[src/rtl/core/ostb_pkg.sv]
// shared types and constants of the one-shot timer bank
package ostb_pkg;

  // widths fixed by the item fields
  localparam int unsigned ID_W     = 8;
  localparam int unsigned TICK_W   = 32;
  localparam int unsigned CODE_W   = 8;
  localparam int unsigned ARG_W    = 32;
  localparam int unsigned SPACE_W  = 4;
  localparam int unsigned MS_W     = 16;
  localparam int unsigned EVT_ID_W = 3;

  // most expiry events one tick may emit
  localparam logic [SPACE_W-1:0] MAX_EVENTS = 4'd8;

  // configuration register indexes
  localparam logic [7:0] CFG_TICK_MS   = 8'd0;
  localparam logic [7:0] CFG_EVENT_LIM = 8'd1;

  // reset values of the configuration registers
  localparam logic [MS_W-1:0]   TICK_MS_RST   = 16'd10;
  localparam logic [CODE_W-1:0] EVENT_LIM_RST = 8'd16;

  typedef enum logic [1:0] {
    FUNC_SET    = 2'd0,
    FUNC_CANCEL = 2'd1,
    FUNC_QUERY  = 2'd2,
    FUNC_TICK   = 2'd3
  } func_e;

  typedef enum logic [1:0] {
    KIND_REPLY   = 2'd0,
    KIND_EVENT   = 2'd1,
    KIND_NOEVENT = 2'd2
  } kind_e;

  typedef enum logic [1:0] {
    ST_IDLE,
    ST_DIV,
    ST_ROT,
    ST_DONE
  } state_e;

  // contents of one timer cell
  typedef struct packed {
    logic              armed;
    logic [TICK_W-1:0] ticks;
    logic [CODE_W-1:0] code;
    logic [ARG_W-1:0]  arg;
  } timer_t;

  // one result item
  typedef struct packed {
    kind_e               kind;
    logic                ok;
    logic                act;
    logic [TICK_W-1:0]   rem;
    logic [EVT_ID_W-1:0] tmr;
    logic [CODE_W-1:0]   code;
    logic [ARG_W-1:0]    arg;
    logic                last;
  } result_t;

endpackage

[src/rtl/core/ostb_cell.sv]
// one timer cell of the rotating ring
module ostb_cell
  import ostb_pkg::*;
(
  input  logic   clk_i,
  input  logic   rst_ni,
  input  logic   shift_i,
  input  timer_t d_i,
  output timer_t q_o
);

  timer_t cell_q;

  // take the neighbor's contents on every shift
  always_ff @(posedge clk_i or negedge rst_ni) begin
    if (!rst_ni) begin
      cell_q <= '0;
    end else if (shift_i) begin
      cell_q <= d_i;
    end
  end

  assign q_o = cell_q;

endmodule

[src/rtl/core/ostb_div.sv]
// bit-serial divider turning a delay in ms into a rounded-up tick count
module ostb_div
  import ostb_pkg::*;
(
  input  logic              clk_i,
  input  logic              rst_ni,
  input  logic              start_i,
  input  logic [TICK_W-1:0] dividend_i,
  input  logic [MS_W-1:0]   divisor_i,
  output logic              done_o,
  output logic [TICK_W-1:0] ticks_o
);

  localparam int unsigned STEP_W = $clog2(TICK_W);

  logic              busy_q;
  logic              done_q;
  logic [STEP_W-1:0] step_q;
  logic [MS_W-1:0]   rem_q;
  logic [TICK_W-1:0] quo_q;
  logic [MS_W-1:0]   div_q;
  logic [MS_W:0]     rem_shift;
  logic [MS_W:0]     trial;
  logic [TICK_W-1:0] ceil_ticks;

  // one restoring step per cycle
  assign rem_shift = {rem_q, quo_q[TICK_W-1]};
  assign trial     = rem_shift - {1'b0, div_q};

  // control
  always_ff @(posedge clk_i or negedge rst_ni) begin
    if (!rst_ni) begin
      busy_q <= 1'b0;
      done_q <= 1'b0;
      step_q <= '0;
    end else begin
      done_q <= 1'b0;
      if (start_i) begin
        busy_q <= 1'b1;
        step_q <= '0;
      end else if (busy_q) begin
        step_q <= step_q + 1'b1;
        if (step_q == STEP_W'(TICK_W - 1)) begin
          busy_q <= 1'b0;
          done_q <= 1'b1;
        end
      end
    end
  end

  // datapath
  always_ff @(posedge clk_i) begin
    if (start_i) begin
      rem_q <= '0;
      quo_q <= dividend_i;
      div_q <= divisor_i;
    end else if (busy_q) begin
      if (!trial[MS_W]) begin
        rem_q <= trial[MS_W-1:0];
        quo_q <= {quo_q[TICK_W-2:0], 1'b1};
      end else begin
        rem_q <= rem_shift[MS_W-1:0];
        quo_q <= {quo_q[TICK_W-2:0], 1'b0};
      end
    end
  end

  // round up, at least one tick
  always_comb begin
    ceil_ticks = quo_q + TICK_W'(rem_q != '0);
    if (ceil_ticks == '0) begin
      ceil_ticks = TICK_W'(1);
    end
  end

  assign done_o  = done_q;
  assign ticks_o = ceil_ticks;

endmodule

[src/rtl/core/one_shot_timer_bank_core.sv]
// top level of the one-shot timer bank: ring of timer cells and head logic
//
// The timers sit in a ring of TIMERS cells that rotates one place per cycle
// while an item is worked on and no stall holds it; all updates happen at
// the head cell, so every cancel, query and tick turns the ring once, a
// rejected set goes straight to its result, and an accepted set first has
// its delay divided by the tick length in a one-bit-per-cycle divider. A
// tick that emits several events holds the ring for as long as the previous
// event still waits in the full output register, and every item waits in
// its last cycle until the output register is free.
// tick_ms of zero counts as one; event codes outside 1..event_limit-1
// make a set fail. Results leave through a registered output, so the next
// item is taken while the last result still waits.
module one_shot_timer_bank_core
  import ostb_pkg::*;
#(
  parameter int unsigned TIMERS = 8
) (
  input  logic                clk_i,
  input  logic                rst_ni,
  // configuration writes
  input  logic                cfg_valid_i,
  output logic                cfg_ready_o,
  input  logic [7:0]          cfg_idx_i,
  input  logic [MS_W-1:0]     cfg_data_i,
  // input items
  input  logic                in_valid_i,
  output logic                in_ready_o,
  input  logic [1:0]          func_i,
  input  logic [ID_W-1:0]     timer_id_i,
  input  logic [TICK_W-1:0]   delay_ms_i,
  input  logic [CODE_W-1:0]   event_code_i,
  input  logic [ARG_W-1:0]    event_arg_i,
  input  logic [SPACE_W-1:0]  queue_space_i,
  // result items
  output logic                out_valid_o,
  input  logic                out_ready_i,
  output logic [1:0]          kind_o,
  output logic                ok_o,
  output logic                is_active_o,
  output logic [TICK_W-1:0]   remaining_ms_o,
  output logic [EVT_ID_W-1:0] event_timer_o,
  output logic [CODE_W-1:0]   out_code_o,
  output logic [ARG_W-1:0]    out_arg_o,
  output logic                last_o
);

  localparam int unsigned CNT_W = (TIMERS > 1) ? $clog2(TIMERS) : 1;
  localparam logic [CNT_W-1:0] LAST_POS = CNT_W'(TIMERS - 1);

  state_e state_q, state_d;

  logic [MS_W-1:0]    tick_ms_q;
  logic [CODE_W-1:0]  event_lim_q;
  logic [MS_W-1:0]    tick_eff;

  func_e              func_q;
  logic [ID_W-1:0]    id_q;
  logic [CODE_W-1:0]  code_q;
  logic [ARG_W-1:0]   arg_q;
  logic [SPACE_W-1:0] space_q;
  logic               ok_q;
  logic [TICK_W-1:0]  set_ticks_q;
  logic [CNT_W-1:0]   cnt_q;

  logic                pend_valid_q;
  logic [EVT_ID_W-1:0] pend_tmr_q;
  logic [CODE_W-1:0]   pend_code_q;
  logic [ARG_W-1:0]    pend_arg_q;

  logic              qry_act_q;
  logic [TICK_W-1:0] qry_rem_q;

  result_t out_q, res_d;
  logic    out_valid_q;
  logic    out_free;
  logic    out_load;

  logic               in_accept;
  logic               set_ok_in;
  logic               div_start;
  logic               div_done;
  logic [TICK_W-1:0]  div_ticks;
  logic               shift;
  logic               stall;
  logic               fire;
  logic               id_hit;
  logic [TICK_W-1:0]  dec;
  logic [47:0]        qry_prod;
  logic [SPACE_W-1:0] space_sat;

  timer_t cell_q [TIMERS];
  timer_t cell_d [TIMERS];
  timer_t head;
  timer_t head_d;

  // handshakes
  assign cfg_ready_o = 1'b1;
  assign in_accept   = in_valid_i && in_ready_o;
  assign out_free    = !out_valid_q || out_ready_i;

  assign tick_eff  = (tick_ms_q == '0) ? MS_W'(1) : tick_ms_q;
  assign set_ok_in = (timer_id_i < ID_W'(TIMERS)) && (event_code_i != '0) &&
                     (event_code_i < event_lim_q);
  assign space_sat = (queue_space_i > MAX_EVENTS) ? MAX_EVENTS : queue_space_i;

  // configuration registers
  always_ff @(posedge clk_i or negedge rst_ni) begin
    if (!rst_ni) begin
      tick_ms_q   <= TICK_MS_RST;
      event_lim_q <= EVENT_LIM_RST;
    end else if (cfg_valid_i && cfg_ready_o) begin
      case (cfg_idx_i)
        CFG_TICK_MS:   tick_ms_q   <= cfg_data_i;
        CFG_EVENT_LIM: event_lim_q <= cfg_data_i[CODE_W-1:0];
        default: ;
      endcase
    end
  end

  // ring of timer cells, the head feeds the tail
  for (genvar k = 0; k < TIMERS; k++) begin : g_ring
    if (k == TIMERS - 1) begin : g_tail
      assign cell_d[k] = head_d;
    end else begin : g_mid
      assign cell_d[k] = cell_q[k+1];
    end
    ostb_cell u_cell (
      .clk_i   (clk_i),
      .rst_ni  (rst_ni),
      .shift_i (shift),
      .d_i     (cell_d[k]),
      .q_o     (cell_q[k])
    );
  end

  assign head = cell_q[0];

  // delay to tick conversion
  ostb_div u_div (
    .clk_i      (clk_i),
    .rst_ni     (rst_ni),
    .start_i    (div_start),
    .dividend_i (delay_ms_i),
    .divisor_i  (tick_eff),
    .done_o     (div_done),
    .ticks_o    (div_ticks)
  );

  // head cell update
  assign id_hit   = (id_q == ID_W'(cnt_q));
  assign dec      = (head.ticks != '0) ? head.ticks - TICK_W'(1) : '0;
  assign qry_prod = head.ticks * tick_eff;

  always_comb begin
    head_d = head;
    fire   = 1'b0;
    case (func_q)
      FUNC_SET: begin
        if (id_hit && ok_q) begin
          head_d.armed = 1'b1;
          head_d.ticks = set_ticks_q;
          head_d.code  = code_q;
          head_d.arg   = arg_q;
        end
      end
      FUNC_CANCEL: begin
        if (id_hit) begin
          head_d.armed = 1'b0;
          head_d.ticks = '0;
        end
      end
      FUNC_TICK: begin
        if (head.armed) begin
          head_d.ticks = dec;
          if ((dec == '0) && (space_q != '0)) begin
            fire         = 1'b1;
            head_d.armed = 1'b0;
          end
        end
      end
      default: ;
    endcase
  end

  // next state
  always_comb begin
    state_d = state_q;
    case (state_q)
      ST_IDLE: begin
        if (in_accept) begin
          if (func_e'(func_i) == FUNC_SET) begin
            state_d = set_ok_in ? ST_DIV : ST_DONE;
          end else begin
            state_d = ST_ROT;
          end
        end
      end
      ST_DIV: begin
        if (div_done) begin
          state_d = ST_ROT;
        end
      end
      ST_ROT: begin
        if (shift && (cnt_q == LAST_POS)) begin
          state_d = ST_DONE;
        end
      end
      ST_DONE: begin
        if (out_free) begin
          state_d = ST_IDLE;
        end
      end
      default: state_d = ST_IDLE;
    endcase
  end

  // state outputs and result selection
  always_comb begin
    in_ready_o = 1'b0;
    div_start  = 1'b0;
    shift      = 1'b0;
    stall      = 1'b0;
    out_load   = 1'b0;
    res_d      = '0;
    res_d.kind = KIND_REPLY;
    case (state_q)
      ST_IDLE: begin
        in_ready_o = 1'b1;
        div_start  = in_valid_i && (func_e'(func_i) == FUNC_SET) && set_ok_in;
      end
      ST_ROT: begin
        stall = fire && pend_valid_q && !out_free;
        shift = !stall;
        if (fire && pend_valid_q && out_free) begin
          out_load   = 1'b1;
          res_d.kind = KIND_EVENT;
          res_d.tmr  = pend_tmr_q;
          res_d.code = pend_code_q;
          res_d.arg  = pend_arg_q;
          res_d.last = 1'b0;
        end
      end
      ST_DONE: begin
        out_load   = out_free;
        res_d.last = 1'b1;
        case (func_q)
          FUNC_SET: res_d.ok = ok_q;
          FUNC_QUERY: begin
            res_d.act = qry_act_q;
            res_d.rem = qry_rem_q;
          end
          FUNC_TICK: begin
            if (pend_valid_q) begin
              res_d.kind = KIND_EVENT;
              res_d.tmr  = pend_tmr_q;
              res_d.code = pend_code_q;
              res_d.arg  = pend_arg_q;
            end else begin
              res_d.kind = KIND_NOEVENT;
            end
          end
          default: ;
        endcase
      end
      default: ;
    endcase
  end

  // control registers
  always_ff @(posedge clk_i or negedge rst_ni) begin
    if (!rst_ni) begin
      state_q      <= ST_IDLE;
      cnt_q        <= '0;
      pend_valid_q <= 1'b0;
      out_valid_q  <= 1'b0;
      func_q       <= FUNC_SET;
    end else begin
      state_q <= state_d;
      if (in_accept) begin
        func_q       <= func_e'(func_i);
        cnt_q        <= '0;
        pend_valid_q <= 1'b0;
      end
      if (shift) begin
        cnt_q <= (cnt_q == LAST_POS) ? '0 : cnt_q + 1'b1;
        if (fire) begin
          pend_valid_q <= 1'b1;
        end
      end
      if ((state_q == ST_DONE) && out_free) begin
        pend_valid_q <= 1'b0;
      end
      if (out_load) begin
        out_valid_q <= 1'b1;
      end else if (out_ready_i) begin
        out_valid_q <= 1'b0;
      end
    end
  end

  // item payload and working registers
  always_ff @(posedge clk_i) begin
    if (in_accept) begin
      id_q    <= timer_id_i;
      code_q  <= event_code_i;
      arg_q   <= event_arg_i;
      space_q <= space_sat;
      ok_q    <= set_ok_in;
    end
    if (div_done) begin
      set_ticks_q <= div_ticks;
    end
    if (shift) begin
      if (fire) begin
        space_q     <= space_q - 1'b1;
        pend_tmr_q  <= EVT_ID_W'(cnt_q);
        pend_code_q <= head.code;
        pend_arg_q  <= head.arg;
      end
      if ((func_q == FUNC_QUERY) && id_hit) begin
        qry_act_q <= head.armed;
        qry_rem_q <= qry_prod[TICK_W-1:0];
      end
    end
    if (in_accept && (timer_id_i >= ID_W'(TIMERS))) begin
      qry_act_q <= 1'b0;
      qry_rem_q <= '0;
    end
    if (out_load) begin
      out_q <= res_d;
    end
  end

  // result ports
  assign out_valid_o    = out_valid_q;
  assign kind_o         = out_q.kind;
  assign ok_o           = out_q.ok;
  assign is_active_o    = out_q.act;
  assign remaining_ms_o = out_q.rem;
  assign event_timer_o  = out_q.tmr;
  assign out_code_o     = out_q.code;
  assign out_arg_o      = out_q.arg;
  assign last_o         = out_q.last;

endmodule

[config.mk]
export PLATFORM = sky130hd
export DESIGN_NAME = one_shot_timer_bank_core
export DESIGN_NICKNAME = d
export VERILOG_FILES = /design/src/rtl/core/ostb_pkg.sv /design/src/rtl/core/ostb_cell.sv /design/src/rtl/core/ostb_div.sv /design/src/rtl/core/one_shot_timer_bank_core.sv
export SDC_FILE = /design/constraint.sdc
export NUM_CORES = 2
export LEC_CHECK = 0
export ABC_AREA = 0
export BUFFER_PORTS_ARGS = -buffer_cell sky130_fd_sc_hd__buf_2
export CAP_MARGIN = 20
export CORE_MARGIN = 8
export CORE_UTILIZATION = 63
export CTS_BUF_LIST = sky130_fd_sc_hd__clkbuf_16
export DETAILED_ROUTE_END_ITERATION = 6
export PLACE_DENSITY = 0.8
export REMOVE_ABC_BUFFERS = 1
export SKIP_LAST_GASP = 1
export SYNTH_ARGS = -nofsm -noshare
export SYNTH_HDL_FRONTEND = slang
export SYNTH_HIERARCHICAL = 1
export SYNTH_SLANG_ARGS = --single-unit
[constraint.sdc]
create_clock -name clk_i -period 10.7 [get_ports clk_i]
set_input_delay 2.14 -clock clk_i [delete_from_list [all_inputs] [get_ports clk_i]]
set_output_delay 2.14 -clock clk_i [all_outputs]
set_load 0.01 [all_outputs]
### Word-level counts from Yosys, hierarchy flattened

Cells that the tools add are included.

| word-level totals | value |
|---|---|
| register bits | 929 |
| input port bits | 115 |
| output and inout bits | 83 |
| word-level logic and storage cells | 184 |

| operators by class | value |
|---|---|
| add/subtract/negate cells | 6 |
| multiply operators | 1 |
| magnitude comparators | 4 |
| equality and inequality tests | 14 |
| multiplexer cells | 56 |
| reduce and logical (&&, ||, !) cells | 39 |

Operator list:

| kind | number |
|---|---|
| $pmux 33 s3 | 1 |
| $mux 32 | 3 |
| $pmux 44 s2 | 1 |
| $mux 43 | 2 |
| $mux 73 | 1 |
| $mux 33 | 2 |
| $logic_not 32->1 | 2 |
| $mux 44 | 1 |
| $mux 40 | 1 |
| $add 32x1->32 | 1 |
| $mul 32x16->32 | 1 |
| $mux 16 | 2 |
| $reduce_bool 32->1 | 1 |
| $sub 32x1->32 const B | 1 |
| $mux 1 | 22 |
| $sub 17x16->17 | 1 |
| $logic_not 16->1 | 1 |
| $mux 2 | 8 |
| $mux 4 | 4 |
| $reduce_bool 16->1 | 1 |
| $logic_and 1x1->1 | 14 |
| $reduce_and 2->1 | 6 |
| $mux 5 | 2 |
| $mux 3 | 3 |
| other kinds (26) | 38 |

### Logic depth before layout (Yosys ltp)

| logic depth | value |
|---|---|
| depth in word-level cells | 14 |
| depth in mapped cells | 26 |
| gate-level depth less buffers | 22 |

### Cells and area by module

The synthesis kept the hierarchy.

By module, submodules not included:

| module | times used | cells an instance | area each (sq um) |
|---|---|---|---|
| ostb_cell | 8 | 154 | 3,062.9 |
| one_shot_timer_bank_core | 1 | 2,435 | 24,234.5 |
| ostb_div | 1 | 437 | 4,568.1 |

### Worst setup path after synthesis

No wires, ideal clock.

| timing | value |
|---|---|
| path kind | register -> register |
| start | register, netlist name g_ring[0].u_cell/q_o[41] |
| end | register pend_arg_q[0] (enable) |
| arrival time | 7.575 ns |
| required time | 10.134 ns |
| path slack | 2.559 ns |
| stages on the path, launching flop included | 13 |
| buffers on the path | 2 |
| cells stage by stage | dfrtp_1 > clkbuf_1 > clkbuf_1 > inv_1 > ha_1 > or4b_2 > nor4_1 > and4_1 > and4_1 > nand4_1 > or4_1 > a21oi_1 > nor4b_1 |

| between the ends | value |
|---|---|
| word-level cells in the longest chain between the ends | 12 |
| elaborated cells between the ends (all ways) | 13 |
| those cells by class | add/sub (1); mux (5); reduce/logical (7) |

RTL lines:

| what | line | source |
|---|---|---|
| $sub 32x1->32 or $reduce_bool 32->1 (tied branches) | one_shot_timer_bank_core.sv:152 | `assign dec = (head.ticks != '0) ? head.ticks - TICK_W'(1) : '0;` |
| $mux 32 * | one_shot_timer_bank_core.sv:152 |  |
| $logic_not 32->1 * | one_shot_timer_bank_core.sv:176 | `if ((dec == '0) && (space_q != '0)) begin` |
| $logic_and 1x1->1 * | one_shot_timer_bank_core.sv:176 |  |
| $mux 1 * | one_shot_timer_bank_core.sv:176 |  |
| $mux 1 * | one_shot_timer_bank_core.sv:174 | `if (head.armed) begin` |
| $mux 1 * | one_shot_timer_bank_core.sv:158 | `case (func_q)` |
| $logic_and 1x1->1 (2 in a row) | one_shot_timer_bank_core.sv:233 | `stall = fire && pend_valid_q && !out_free;` |
| $logic_not 1->1 | one_shot_timer_bank_core.sv:234 | `shift = !stall;` |
| $mux 1 | one_shot_timer_bank_core.sv:227 | `case (state_q)` |
| $reduce_and 2->1 (no line) * | n/a |  |
| end signal, assigned | one_shot_timer_bank_core.sv:319 | `pend_arg_q <= head.arg;` |
| end, declared | one_shot_timer_bank_core.sv:69 | `logic [ARG_W-1:0] pend_arg_q;` |

Mark *: on every way between the ends. The rest lies on a longest branch, timed or not.
A chain may end at the register's enable or synchronous reset.

### Final worst setup path

| timing | value |
|---|---|
| start | register tick_ms_q[7] |
| end | register qry_rem_q[31] |

| between the ends | value |
|---|---|
| word-level cells in the longest chain between the ends | 3 |

RTL lines:

| what | line | source |
|---|---|---|
| start, declared | one_shot_timer_bank_core.sv:53 | `logic [MS_W-1:0] tick_ms_q;` |
| start signal, assigned | one_shot_timer_bank_core.sv:114 | `CFG_TICK_MS: tick_ms_q <= cfg_data_i;` |
| $logic_not 16->1 | one_shot_timer_bank_core.sv:102 | `assign tick_eff = (tick_ms_q == '0) ? MS_W'(1) : tick_ms_q;` |
| $mux 16 * | one_shot_timer_bank_core.sv:102 |  |
| $mul 32x16->32 * | one_shot_timer_bank_core.sv:153 | `assign qry_prod = head.ticks * tick_eff;` |
| end signal, assigned | one_shot_timer_bank_core.sv:323 | `qry_rem_q <= qry_prod[TICK_W-1:0];` |
| end, declared | one_shot_timer_bank_core.sv:72 | `logic [TICK_W-1:0] qry_rem_q;` |

Marked as above.

==> metrics.md <==
| Metric | Value |
|---|---|
| Initial Util | a little under two thirds |
| PD cells | about 180 mW/mm² |
| Initial antenna violation count | 10 |
| Post-Syn Area per Cell | around 13 µm² |
| Clock root cell | clkbuf_16 |
| Start point of the critical path | tick_ms_q[7] |
| HP Class | reg2reg |
| Antenna violation net count after detailed routing | 0 |
| Dominant cell type by area after synthesis | dfrtp_1 |
| Largest net degree at the start of global routing | roughly 180 |
| First-pass GRT wire length | ~190000 µm |
| Chip width | 306.9 µm |
| Slew @ Worst Pin | about 1.2 ns |
| HP Start | qry_rem_q[11] |
| Endpoints failing setup | 0 |
| Sequential share of power | a little over 40% |
| Top cell type's share of synthesized area | between 20 and 30% |
| Post-Synth Simple-Gate Area | a little under a tenth |
| Total Routing Usage GR | between 20% and 30% |
| Most Frequent Cell on Critical Path | fa_1 |
| Crit Path Max Fanout | 28 |
| Largest family of logic cells by synthesized area | multiplexers |
| CTS Buf Count | between 90 and 100 |
| Fin Setup TNS | 0 ns |
| Placed cell area | 0.05424 mm² |
| Final Hold Vio Count | 0 |
| Worst R2R Path Depth | 19 |
| XOR/XNOR share of the synthesized area | 1.789% |
| CORE AREA | 0.08369 mm² |
| Critical path required time | around 11 ns |
| Worst-Skew Late Latency | 0.68 ns |
| Row cnt | 106 |
| Max stage delay on crit path | 1.11 ns |
| Post-route design area | ~0.057 mm² |
| Synth Area in Adders | ~14% |
| Cell Area, Synth | between 0.05 and 0.06 mm² |
| Tcrit/Tclk final | a little over two thirds |
| CP cell instances | nand2_1 -> fa_1 -> inv_1 -> fa_1 -> fa_1 -> fa_1 -> fa_1 -> inv_1 -> fa_1 -> inv_1 -> ha_1 -> nand3_1 -> or4_1 -> o21a_1 -> a211oi_1 -> a211oi_1 -> xnor2_1 -> or4_1 -> a21oi_1 |
| Max_cap viols | 0 |
| Crit path time final | roughly 7.5 ns |
| Sw Pwr | around 3.4 mW |
| DIE AREA | about 0.094 mm² |
| Clock share of power | between 30% and 40% |
| Clock Tree Buf Depth | 3 |
| DR pass1 iterations | 6 |
| I/O Pins | 198 |
| Yosys warning count | 6 |
| Worst Skew | 0.04510 ns |
| # port buffers | approximately 200 |
| FFs w/ async S/R, synth | 67.17% |
| Mux cell area share after synthesis | approximately a fifth |
| Internal power | a little under 7 mW |
| CTS tree | done |
| Clock Sinks | 929 |
| Wire per inst | about 22 µm |
| CP Capture Type | flip-flop |
| Via count | 31706 |
| VDD IR-drop max | ~0.23 mV |
| Unrepaired setup endpoints after global routing | no |
| Die Y | 306.9 µm |
| Logic pwr share | ~29% |
| Clock transition at path regs | ~0.070 ns |
| DRC | 0 |
| Setup repair bufs after CTS | 0 |
| Worst Hold Path Cells | 2 |
| RePlAce Congestion | roughly 0.93 |
| Area contributors post-synth | dfrtp_1 (29%), mux2_4 (16%), edfxtp_1 (14%) |
| Sw Ratio | 33.21% |
| Vias in the first global route | roughly 34000 |
| #FFs+latches synth | roughly 930 |
| Max-slew violation count | 0 |
| Nets | about 4700 |
| Htree depth | 3 |
| Final hold slack | ~0.46 ns |
| Worst r2r src | tick_ms_q[7] |
| Cell leakage power | about 27 nW |
| Final WL | about 120000 µm |
| Status | complete, no violations |
| Grt ovf | 0 |
| Post-synthesis compound-gate area fraction | around 4.4% |
| Initial DRC count | approximately 2800 |
| CP Data Arrival Time | slightly above 8 ns |
| Slew headroom | 22.20% |
| Worst Path Class, Setup | reg2reg |
| Crit start category | flip-flop |
| Hold buffers post-CTS | 0 |
| CP max-delay cell | dfrtp_1 |
| Main synth FF type | dfrtp_1 |
| Via/cell ratio | between 5 and 6 |
| Post-CTS Resized | 0 |
| Cells after Synth | just over 4000 |
| HPWL Detailed | around 81000 µm |
| Post-synthesis sequential area ratio | approximately 45% |
| Post-synth EDFFs | 252 |
| Share of cells above drive strength 1 | roughly a quarter |
| Final core occ | around two thirds |
| Area grow syn2layout | 7.586% |
| Synth cell types | approximately 100 |
| F_max | approximately 0.13 GHz |
[state kept, by name (all words and copies together) (netlist names), 16 cells and up]
register           count
g_ring.u_cell/q_o    584
arg_q                 32
remaining_ms_o        32
u_div/quo_q           32
u_div/div_q           16
tick_ms_q             16
qry_rem_q             32
out_arg_o             32
set_ticks_q           32
u_div/rem_q           16
pend_arg_q            32
[kinds of logic (layout without fill, tap and decap cells)]
logic type | after synthesis | after routing
other cells | 1 | 4
simple gates | 976 | 976
mux | 696 | 696
xor+xnor | 108 | 108
compound gates | 341 | 341
fa+ha+maj | 406 | 406
flops | 929 | 929
buf+inv | 647 | 825
[final timing paths]
path | slack, ns | end
max | 3.16 | qry_rem_q[31]
min | 0.46 | qry_rem_q[11]
max reg2reg | 3.16 | qry_rem_q[31]
min reg2reg | 0.46 | qry_rem_q[11]
max in group asynchronous | 7.03 | g_ring[0].u_cell/q_o[68]
min in group asynchronous | 1.43 | g_ring[7].u_cell/q_o[27]
[synth_stat cells, types with 83 or more instances]
library cell and count:
nor2_1 117, edfxtp_1 252, and2_1 152, inv_1 384, clkbuf_1 175, dfrtp_1 621, fa_1 305, mux2_2 119
ha_1 101, nand2_1 358, and3_1 92, o21ai_0 83, mux2_4 560
[worst max-delay path, delay by kind of cell (launching register included)]
| family | cells | cell delay [ns] |
|---|---|---|
| fa+ha+maj | 7 | 3.41 |
| simple gates | 4 | 1.34 |
| compound gates | 4 | 1.26 |
| flops | 1 | 1.11 |
| xor+xnor | 1 | 0.18 |
| buf+inv | 3 | 0.16 |
[area by class of cell]
type,count,area [µm²]
diodes,3,7.507
clock buffers,96,2402
clock inverters,79,541.8
fillers,5694,26340
inverters,386,1456
multi-input cells,2528,25620
flip-flops and latches,929,24250
well taps,1134,1419
repair buffers,264,1652
[placed cells by master (no fill, tap or decap), types with 16 or more instances in the layout]
master	n
mux2_4	560
xor2_1	40
and2_1	152
xnor2_1	67
buf_2	195
and3_1	91
clkbuf_16	96
mux2i_1	17
fa_1	305
a211oi_1	16
o31ai_1	32
nor3_1	37
a22oi_1	16
buf_4	59
inv_1	407
nor4_1	29
nand4_1	21
nand3_1	69
o21ai_0	82
nor2_1	114
edfxtp_1	252
clkinv_1	23
ha_1	101
a21oi_1	62
mux2_2	119
dfrtp_1	621
dfxtp_1	53
nand2_1	358
[through the flow]
stage	std cells	power [mW]	setup WS (ns)
2_1_floorplan	3843	6.976	-12.15
3_3_place_gp	5234	7.108	3.520
3_5_place_dp	5235	7.158	3.322
4_1_cts	5410	10.32	3.284
5_1_grt	5416	10.73	2.905
6_report	5419	10.30	3.162
[layer usage]
metal	routed length (µm)	up-vias	share of wire (%)	track usage, %
met3	9959	292	8.2	5.278
met4	4674	4	3.9	9.763
met2	55710	1313	46	39.68
li1	-	14092	-	-
met1	50950	16005	42	35.90
met5	28	-	0.023	0
[power by group through the flow]
stage | sequential (mW) | combinational, mW | clock (mW)
2_1_floorplan | 4.22 | 2.75 | 0
3_3_place_gp | 4.26 | 2.85 | 0
3_5_place_dp | 4.27 | 2.89 | 0
4_1_cts | 4.21 | 2.90 | 3.20
5_1_grt | 4.24 | 3.15 | 3.34
6_report | 4.22 | 2.95 | 3.14
(Power assumes the default switching activity.)
